[src/rtl/rofg_pkg.sv]
// ----------------------------------------------------------------------------
// rofg_pkg: shared types and constants
// Payload structs, register indexes, command and status bundles for the
// order-flow generator.
// ----------------------------------------------------------------------------
package rofg_pkg;

    localparam int MaxActive = 256;
    localparam int IdxW      = $clog2(MaxActive);
    localparam int CntW      = $clog2(MaxActive + 1);

    localparam logic [2:0] RegSeed      = 3'd0;
    localparam logic [2:0] RegCancelThr = 3'd1;
    localparam logic [2:0] RegModifyThr = 3'd2;
    localparam logic [2:0] RegMidPrice  = 3'd3;
    localparam logic [2:0] RegSpread    = 3'd4;
    localparam logic [2:0] RegMinQty    = 3'd5;
    localparam logic [2:0] RegMaxQty    = 3'd6;
    localparam logic [2:0] RegNone      = 3'd7;

    localparam logic [1:0] KindRequest = 2'd0;
    localparam logic [1:0] KindAdd     = 2'd1;
    localparam logic [1:0] KindRemove  = 2'd2;
    localparam logic [1:0] KindUnused  = 2'd3;

    localparam logic [1:0] ActNew    = 2'd0;
    localparam logic [1:0] ActCancel = 2'd1;
    localparam logic [1:0] ActModify = 2'd2;

    typedef struct packed {
        logic [1:0]  kind;
        logic [31:0] order_id;
    } in_item_t;

    typedef struct packed {
        logic [1:0]         action;
        logic               side;
        logic [31:0]        target_id;
        logic signed [31:0] price;
        logic [19:0]        quantity;
    } out_item_t;

    // Controller to datapath commands.
    typedef struct packed {
        logic load_item;    // capture input item
        logic draw;         // step generator
        logic take_roll;    // classify the roll just drawn
        logic add_id;       // append id
        logic search_init;  // start removal search at top
        logic search_step;  // read one slot, move down
        logic swap_rd;      // read last entry
        logic swap_wr;      // write last entry into hit slot
        logic pick_start;   // start index modulo
        logic pick_rd;      // read chosen slot
        logic pick_take;    // latch chosen id
        logic side_take;
        logic price_start;
        logic price_take;
        logic qty_start;
        logic qty_take;
        logic new_take;     // target = next id, bump it
        logic out_load;     // result into output register
    } cmd_t;

    typedef struct packed {
        logic [1:0] kind;
        logic       is_cancel;
        logic       is_modify;
        logic       search_done;
        logic       search_hit;
        logic       div_busy;
        logic       out_full;
    } sts_t;

endpackage

[src/rtl/rofg_ctrl.sv]
// ----------------------------------------------------------------------------
// rofg_ctrl: sequencing state machine
// Steps each item through add, removal search or the draw sequence.
// ----------------------------------------------------------------------------
module rofg_ctrl
    import rofg_pkg::*;
(
    input  logic aclk,
    input  logic aresetn,
    input  logic in_valid,
    output logic in_ready,
    input  sts_t sts,
    output cmd_t cmd
);
    typedef enum logic [14:0] {
        StIdle    = 15'b000000000000001,
        StDecode  = 15'b000000000000010,
        StSearch  = 15'b000000000000100,
        StSwapRd  = 15'b000000000001000,
        StSwapWr  = 15'b000000000010000,
        StPick    = 15'b000000000100000,
        StPickRd  = 15'b000000001000000,
        StSide    = 15'b000000010000000,
        StPrice   = 15'b000000100000000,
        StQty     = 15'b000001000000000,
        StQtyDone = 15'b000010000000000,
        StOut     = 15'b000100000000000,
        StRoll    = 15'b001000000000000,
        StCompare = 15'b010000000000000,
        StPickTk  = 15'b100000000000000
    } state_t;

    state_t state_reg, state_next;

    always_comb begin
        cmd        = '0;
        state_next = state_reg;
        in_ready   = 1'b0;
        unique case (state_reg)
            StIdle: begin
                in_ready = 1'b1;
                if (in_valid) begin
                    cmd.load_item = 1'b1;
                    state_next    = StDecode;
                end
            end
            StDecode: begin
                unique case (sts.kind)
                    KindAdd: begin
                        cmd.add_id = 1'b1;
                        state_next = StIdle;
                    end
                    KindRemove: begin
                        cmd.search_init = 1'b1;
                        state_next      = StSearch;
                    end
                    KindRequest: state_next = StRoll;
                    default:     state_next = StIdle;
                endcase
            end
            StRoll: begin
                if (!sts.out_full) begin
                    cmd.draw      = 1'b1;
                    cmd.take_roll = 1'b1;
                    state_next    = StPick;
                end
            end
            StSearch: begin
                if (sts.search_done) begin
                    state_next = sts.search_hit ? StSwapRd : StIdle;
                end else begin
                    // Read one slot; the compare happens in the next cycle.
                    cmd.search_step = 1'b1;
                    state_next      = StCompare;
                end
            end
            StCompare: begin
                state_next = StSearch;
            end
            StSwapRd: begin
                cmd.swap_rd = 1'b1;
                state_next  = StSwapWr;
            end
            StSwapWr: begin
                cmd.swap_wr = 1'b1;
                state_next  = StIdle;
            end
            StPick: begin
                if (sts.is_cancel || sts.is_modify) begin
                    cmd.draw       = 1'b1;
                    cmd.pick_start = 1'b1;
                    state_next     = StPickRd;
                end else begin
                    cmd.new_take = 1'b1;
                    state_next   = StSide;
                end
            end
            StPickRd: begin
                if (!sts.div_busy) begin
                    cmd.pick_rd = 1'b1;
                    state_next  = StPickTk;
                end
            end
            StPickTk: begin
                cmd.pick_take = 1'b1;
                state_next    = sts.is_cancel ? StOut : StSide;
            end
            StSide: begin
                cmd.draw      = 1'b1;
                cmd.side_take = 1'b1;
                state_next    = StPrice;
            end
            StPrice: begin
                cmd.draw        = 1'b1;
                cmd.price_start = 1'b1;
                state_next      = StQty;
            end
            StQty: begin
                if (!sts.div_busy) begin
                    cmd.price_take = 1'b1;
                    cmd.draw       = 1'b1;
                    cmd.qty_start  = 1'b1;
                    state_next     = StQtyDone;
                end
            end
            StQtyDone: begin
                if (!sts.div_busy) begin
                    cmd.qty_take = 1'b1;
                    state_next   = StOut;
                end
            end
            StOut: begin
                cmd.out_load = 1'b1;
                state_next   = StIdle;
            end
            default: state_next = StIdle;
        endcase
    end

    always_ff @(posedge aclk) begin
        if (!aresetn) begin
            state_reg <= StIdle;
        end else begin
            state_reg <= state_next;
        end
    end
endmodule

[config.mk]
export PLATFORM = sky130hd
export DESIGN_NAME = rofg_ctrl
export DESIGN_NICKNAME = d
export VERILOG_FILES = /design/src/rtl/rofg_pkg.sv /design/src/rtl/rofg_ctrl.sv
export SDC_FILE = /design/constraint.sdc
export NUM_CORES = 1
export LEC_CHECK = 0
export ABC_AREA = 1
export BUFFER_PORTS_ARGS = -buffer_cell sky130_fd_sc_hd__buf_2
export CELL_PAD_IN_SITES_DETAIL_PLACEMENT = 0
export CELL_PAD_IN_SITES_GLOBAL_PLACEMENT = 2
export CORE_UTILIZATION = 28
export CTS_BUF_LIST = sky130_fd_sc_hd__clkbuf_4
export CTS_CLUSTER_SIZE = 40
export DETAILED_ROUTE_END_ITERATION = 12
export PLACE_DENSITY_LB_ADDON = 0.1
export SLEW_MARGIN = 20
export SYNTH_ARGS = -nofsm -noshare
export SYNTH_HDL_FRONTEND = slang
export SYNTH_SLANG_ARGS = --single-unit
[constraint.sdc]
create_clock -name aclk -period 1.6 [get_ports aclk]
set_input_delay 0 -clock aclk [delete_from_list [all_inputs] [get_ports aclk]]
set_output_delay 0 -clock aclk [all_outputs]
set_load 0.02 [all_outputs]
==> flow_metrics.env, run 1 <==
export IMPL_status="completed"
export IMPL_grt_ovfl_total=0
export IMPL_m1WireLength_mm=1.484
export IMPL_ys_flop_type="dfxtp_1"
export IMPL_synth_cell_area_mm2=0.001186
export IMPL_fin_crit_ns=1.586
export IMPL_clk_pin_slew_ns=0.10
export IMPL_worstSetupStartpoint="state_reg[8]"
export IMPL_avgSynthCellArea_um2=6.276
export IMPL_top_layer="met3"
export IMPL_met2_length_mm=1.726
export IMPL_cts_made_buffers=3
export IMPL_vdd_drop_max_mv=0.5909
export IMPL_routabilityCongestion=0.7638
export IMPL_grt_pass1_wl_mm=5.492
export IMPL_drive_gt1_share_pct=47.19
export IMPL_max_slew_margin_pct=75.00
export IMPL_min_delay_path_class="input port to flop"
export IMPL_grt_pass1_vias=1230
export IMPL_synth_most_common_cell="nor2_1"
export IMPL_crit_path_max_fanout=5
export IMPL_slew_violations=0
export IMPL_worstPathRequired_ns=1.60
export IMPL_tightestPinTransition_ns=0.3722
export IMPL_async_flop_share_pct=0
export IMPL_cts_sinks=15
export IMPL_cts_path_max_buffers=2
export IMPL_synth_top_cell_area_share_pct=25.32
export IMPL_power_w=0.002129
export IMPL_p_comb_share_pct=65.2
export IMPL_critPathKind="flop to output port"
export IMPL_fin_nets=243
export IMPL_ys_warn_count=0
export IMPL_viasPerCell=4.523
export IMPL_synth_seq_cells=15
export IMPL_rsz0062_at_grt="true"
export IMPL_fin_crit_sh_pct=99.16
export IMPL_p_int_w=0.001075
export IMPL_met3_length_um=184
export IMPL_synthesis_nets=200
export IMPL_coreArea_mm2=0.004029
export IMPL_multiInputGateArea_um2=854.6
export IMPL_max_freq_mhz=630.3
export IMPL_cap_violations=0
export IMPL_h_tree_depth=1
export IMPL_largest_reg_flops=15
export IMPL_synth_cell_types=25
export IMPL_yosysSeqAreaShare_pct=25.32
export IMPL_power_leakage_nw=0.8875
export IMPL_power_switching_w=0.001054
export IMPL_synth_area_leader_cell="dfxtp_1"
export IMPL_grt_start_max_net_pins=14
export IMPL_rows=23
export IMPL_die_w_um=67.09
export IMPL_wl_per_cell_um=12.08
export IMPL_die_area_mm2=0.004500
export IMPL_drc=0
export IMPL_hold_violations=0
export IMPL_antenna_found_initial=0
export IMPL_first_pass_iters=4
export IMPL_dieHeight_um=67.09
export IMPL_power_density_mw_per_mm2=1259
export IMPL_n_antenna_cell=0
export IMPL_postRouteAntennaNets=0
export IMPL_grt_usage_pct=16.53
export IMPL_dpl_hpwl_mm=2.571
export IMPL_drt_total_wl_mm=3.395
export IMPL_portBuffers=29
export IMPL_syn_instance_count=189
export IMPL_r2r_start="state_reg[8]"
export IMPL_setup_violations=0
export IMPL_crit_arrival_ns=1.59
export IMPL_drt_iter0_drc=21
export IMPL_vias=1271
export IMPL_endpoint_kind="output port"
export IMPL_worst_slack_ns=0.01352
export IMPL_swShare_pct=49.51
export IMPL_place_ws_ns=0.04646
export IMPL_synth_commonest_cells="nor2_1, nand2_1, inv_1, dfxtp_1, nand3_1"
export IMPL_fill_cells=440
export IMPL_hold_start="sts[6]"
export IMPL_start_util_pct=29.44
export IMPL_skew_ns=0.003421
export IMPL_synth_edf_count=0
export IMPL_syn_to_final_growth_pct=42.51
export IMPL_register_area_um2=320.3
export IMPL_clkPwrFrac_pct=11.5
export IMPL_cts_tree="built"
export IMPL_clk_latency_ns=0.29
export IMPL_clock_root_buffer="clkbuf_4"
export IMPL_io_pins=30
export IMPL_crit_path_start_kind="flop"
export IMPL_power_frac_seq_pct=23.3
export IMPL_ys_top_cells_by_area="dfxtp_1, nor2_1, nand2_1"
-- kinds of logic after synthesis --
kind of cell / Yosys count / share of synthesized area [%]
buf+inv: 41 / 13.82
simple gates: 128 / 58.76
compound gates: 5 / 2.109
flops: 15 / 25.32
-- power groups by stage --
| stage | clock, W | combinational [W] | sequential (W) |
|---|---|---|---|
| after global placement | 0 | 0.00108 | 0.000484 |
| after CTS | 0.000257 | 0.00125 | 0.000499 |
| after detailed placement | 0 | 0.00108 | 0.000484 |
| final | 0.000246 | 0.00139 | 0.000496 |
| after global routing | 0.000276 | 0.00154 | 0.000504 |
| after floorplan | 0 | 0.000836 | 0.000474 |
-- worst max-delay path, stage by stage (launching register included) --
cell	delay (ns)
dfxtp_4	0.37
nor2_4	0.14
nand2_4	0.10
nor2_8	0.16
nand2_4	0.09
inv_2	0.06
nand2_2	0.05
nand2_1	0.08
nor3_1	0.04
o21ai_1	0.07
buf_4	0.15
-- layout make-up --
| type | count | area share (%) |
|---|---|---|
| Sequential cell | 15 | 18.95 |
| Tap cell | 50 | 3.701 |
| Inverter | 39 | 9.104 |
| Clock buffer | 4 | 1.776 |
| Multi-Input combinational cell | 133 | 50.56 |
| Timing Repair Buffer | 40 | 15.91 |
-- placed cells by master, fill, tap and decap left out, types with 2 or more instances in the layout --
| master | count |
|---|---|
| inv_2 | 12 |
| o21ai_1 | 2 |
| buf_2 | 20 |
| o21ai_0 | 2 |
| nor3_1 | 6 |
| nor2_8 | 2 |
| dlygate4sd3_1 | 3 |
| dfxtp_4 | 2 |
| buf_6 | 3 |
| nor2_2 | 4 |
| nor2_1 | 31 |
| nand3_1 | 11 |
| nand3_2 | 7 |
| nand2_2 | 4 |
| nor2_4 | 13 |
| clkbuf_4 | 4 |
| dfxtp_2 | 10 |
| buf_4 | 14 |
| nand4_1 | 2 |
| nand2_1 | 33 |
| nand2_4 | 7 |
| dfxtp_1 | 3 |
| inv_1 | 26 |
-- final timing paths --
| path | end | slack [ns] | cells past startpoint |
|---|---|---|---|
| max | cmd[16] | 0.01 | 10 |
| min | state_reg[12] | 0.03 | 4 |
| min reg2reg | state_reg[6] | 0.56 | 4 |
| max reg2reg | state_reg[10] | 0.04 | 11 |
-- metal layers --
layer / global-route usage (%) / vias to the layer above
met4: 5.851 / 0
met5: 0 / -
li1: - / 662
met1: 20.06 / 568
met2: 29.25 / 41
met3: 2.055 / 0
-- timing repair --
action | CTS | global route
gates cloned | 0 | 0
endpoints found under the setup margin | 13 | 24
pin swaps | 8 | 11
hold endpoints to repair | 3 | 0
resized for setup | 30 | 32
buffers inserted | 4 | 3
hold buffers | 3 | 0
-- through the flow --
| stage | hold WS, ns | cells | util (%) | setup TNS (ns) | cell area (um2) |
|---|---|---|---|---|---|
| 3_3_place_gp | 0.2697 | 267 | 34.47 | 0 | 1389 |
| 4_1_cts | 0.01530 | 278 | 38.66 | -0.02572 | 1558 |
| 2_1_floorplan | 0.05465 | 189 | - | 0 | 1186 |
| 5_1_grt | 0.04614 | 281 | 41.96 | -0.8031 | 1690 |
| 6_report | 0.02630 | 281 | 41.96 | 0 | 1690 |
| 3_5_place_dp | 0.2723 | 267 | 34.47 | 0 | 1389 |
No activity file was read; power rests on OpenSTA's default activity.
==> run 2, diff against run 1 <==
--- a/config.mk
+++ b/config.mk
@@ -5,11 +5,11 @@
 export SDC_FILE = /design/constraint.sdc
 export NUM_CORES = 1
 export LEC_CHECK = 0
-export ABC_AREA = 1
+export ABC_AREA = 0
 export BUFFER_PORTS_ARGS = -buffer_cell sky130_fd_sc_hd__buf_2
 export CELL_PAD_IN_SITES_DETAIL_PLACEMENT = 0
 export CELL_PAD_IN_SITES_GLOBAL_PLACEMENT = 2
-export CORE_UTILIZATION = 28
+export CORE_UTILIZATION = 30
 export CTS_BUF_LIST = sky130_fd_sc_hd__clkbuf_4
 export CTS_CLUSTER_SIZE = 40
 export DETAILED_ROUTE_END_ITERATION = 12
==> flow_metrics.env, run 2 <==
export IMPL_final_cell_mix="buf_4, buf_6, nor2_1"
export IMPL_n_antenna_cell=0
export IMPL_cts_sinks=15
export IMPL_hold_violations=0
export IMPL_power_leakage_nw=0.9291
export IMPL_wl_per_cell_um=14.48
export IMPL_path_cells="nor4_4 > buf_4 > nand3_4 > or4_4 > nand2_2 > or4_1 > buf_4"
export IMPL_cts_tree="built"
export IMPL_cp_slowest_stage_delay_ns=0.45
export IMPL_worstPathRequired_ns=1.60
export IMPL_tightestPinTransition_ns=0.4751
export IMPL_drt_total_wl_mm=3.836
export IMPL_synth_edf_count=0
export IMPL_fin_crit_ns=1.950
export IMPL_grt_usage_pct=20.18
export IMPL_place_ws_ns=-0.1274
export IMPL_antenna_found_initial=0
export IMPL_setup_violations=32
export IMPL_power_w=0.001153
export IMPL_min_delay_path_class="input port to flop"
export IMPL_grt_pass1_vias=1182
export IMPL_critPathBufInv=2
export IMPL_dpl_hpwl_mm=2.726
export IMPL_ys_warn_count=0
export IMPL_rsz0062_at_grt="true"
export IMPL_viasPerCell=4.962
export IMPL_whs_ns=0.02945
export IMPL_fin_crit_sh_pct=121.9
export IMPL_die_area_mm2=0.003770
export IMPL_clk_latency_ns=0.29
export IMPL_vdd_drop_max_mv=0.3967
export IMPL_synth_cell_types=45
export IMPL_fin_area_mm2=0.002146
export IMPL_cts_path_max_buffers=2
export IMPL_ys_flop_type="dfxtp_1"
export IMPL_drc=0
export IMPL_crit_arrival_ns=1.95
export IMPL_power_density_mw_per_mm2=537.1
export IMPL_portBuffers=29
export IMPL_synth_area_leader_cell="dfxtp_1"
export IMPL_fin_nets=231
export IMPL_start_util_pct=31.47
export IMPL_crit_family="simple AND/OR/NAND/NOR gates"
export IMPL_synth_top_cell_area_share_pct=28.37
export IMPL_endpoint_kind="output port"
export IMPL_routabilityCongestion=0.9055
export IMPL_worst_slack_ns=-0.3496
export IMPL_largest_reg_flops=15
export IMPL_max_freq_mhz=512.9
export IMPL_grt_start_max_net_pins=10
export IMPL_fin_tns_setup_ns=-4.998
export IMPL_cts_made_buffers=3
export IMPL_cpMaxStageDelayCell="or4_4"
export IMPL_grt_ovfl_total=0
export IMPL_failed_checks="setup timing"
export IMPL_crit_path_max_fanout=5
export IMPL_final_common_cell="buf_4"
export IMPL_vias=1315
export IMPL_synth_commonest_cells="nor2_1, dfxtp_1, a21oi_1, nand2_1"
export IMPL_crit_top_cell="buf_4"
export IMPL_status="finished with violations"
export IMPL_grt_pass1_wl_mm=5.423
export IMPL_drive_gt1_share_pct=69.86
export IMPL_drt_iter0_drc=38
export IMPL_synth_cell_area_mm2=0.001059
export IMPL_coreArea_mm2=0.003363
export IMPL_h_tree_depth=1
export IMPL_postRouteAntennaNets=0
export IMPL_ys_top_cells_by_area="dfxtp_1, nor2_1, nor4_4"
export IMPL_cap_violations=0
export IMPL_max_slew_margin_pct=68.03
export IMPL_first_pass_iters=4
export IMPL_synth_seq_cells=15
export IMPL_dieHeight_um=61.40
export IMPL_critPathKind="flop to output port"
export IMPL_syn_to_final_growth_pct=102.7
export IMPL_rows=21
export IMPL_clock_root_buffer="clkbuf_4"
export IMPL_avgSynthCellArea_um2=8.468
export IMPL_io_pins=30
export IMPL_die_w_um=61.40
export IMPL_synth_most_common_cell="nor2_1"
export IMPL_syn_instance_count=125
export IMPL_slew_violations=0
export IMPL_skew_ns=0.003013
export IMPL_crit_path_start_kind="flop"
export IMPL_yosysSeqAreaShare_pct=28.37
export IMPL_placed_area_mm2=0.001555
export IMPL_async_flop_share_pct=0
export IMPL_synthesis_nets=136
export IMPL_clk_pin_slew_ns=0.09
==> run 2: cell types whose count changed after synthesis, sizes merged, moves of 3 or more <==
cell,before,now
nor2,50,20
a21oi,1,7
nor4b,0,4
inv,39,6
nand4,3,6
nand2,45,7
nand3,19,4
buf,2,6
nor4,1,6
==> run 2: path summary, 6_finish.rpt <==
check	from	cells past startpoint	slack (ns)	endpoint
worst min-delay path	sts[7]	3	0.03	state_reg[12]
worst max-delay path	state_reg[0]	7	-0.35	cmd[16]
worst min register to register	state_reg[9]	3	0.64	state_reg[9]
worst max register to register	state_reg[7]	8	-0.14	state_reg[10]
==> run 2: timing repair <==
| action | CTS | global route |
|---|---|---|
| setup buffers | 10 | 16 |
| gates cloned | 0 | 0 |
| resized for setup | 67 | 39 |
| hold buffers | 3 | 0 |
| pin swaps | 16 | 15 |
| hold endpoints to repair | 2 | 0 |
| setup endpoints to repair | 31 | 32 |
==> run 2: through the flow <==
step / utilization, % / instances
after global routing: 63.80 / 265
after global placement: 46.24 / 235
after floorplan: - / 125
after CTS: 56.47 / 252
final: 63.80 / 265
after detailed placement: 46.24 / 235
==> run 2: cell type report <==
type	count	area, um2
multi-input cells	98	899.6
inverters	6	22.52
clock buffers	4	30.03
fillers	310	1217
well taps	46	57.56
flip-flops and latches	15	327.8
repair buffers	96	808.3
==> run 2: logic make-up (layout without fill, tap and decap cells) <==
| family | count (synthesis) | count (layout) | synth area share (%) |
|---|---|---|---|
| xor+xnor | 2 | 2 | 1.655 |
| compound gates | 19 | 19 | 11.94 |
| simple gates | 76 | 76 | 49.88 |
| mux | 1 | 1 | 0.9457 |
| buf+inv | 12 | 106 | 7.209 |
| flops | 15 | 15 | 28.37 |
==> run 2: power breakdown <==
part	internal [W]	leakage (nW)	total [W]	switching, W
combinational	0.000277	0.783	0.000521	0.000244
clock	0.000114	0.0184	0.000238	0.000124
sequential	0.000380	0.128	0.000393	0.0000137
total	0.000771	0.929	0.00115	0.000382
==> run 2: worst register-to-register path, cell delays in order, from the launching register on <==
cell	delay (ns)
dfxtp_4	0.37
nor4_4	0.26
buf_4	0.18
nand4_1	0.18
nor4b_4	0.31
buf_4	0.19
buf_6	0.09
a21oi_2	0.02
nor2_1	0.08
==> run 2: layer usage <==
metal	vias to the layer above	global-route usage, %	wire, um
met5	-	0	0
met4	0	3.810	0
met3	0	4.622	98
met2	20	32.61	1996
met1	637	27.81	1741
li1	658	-	-
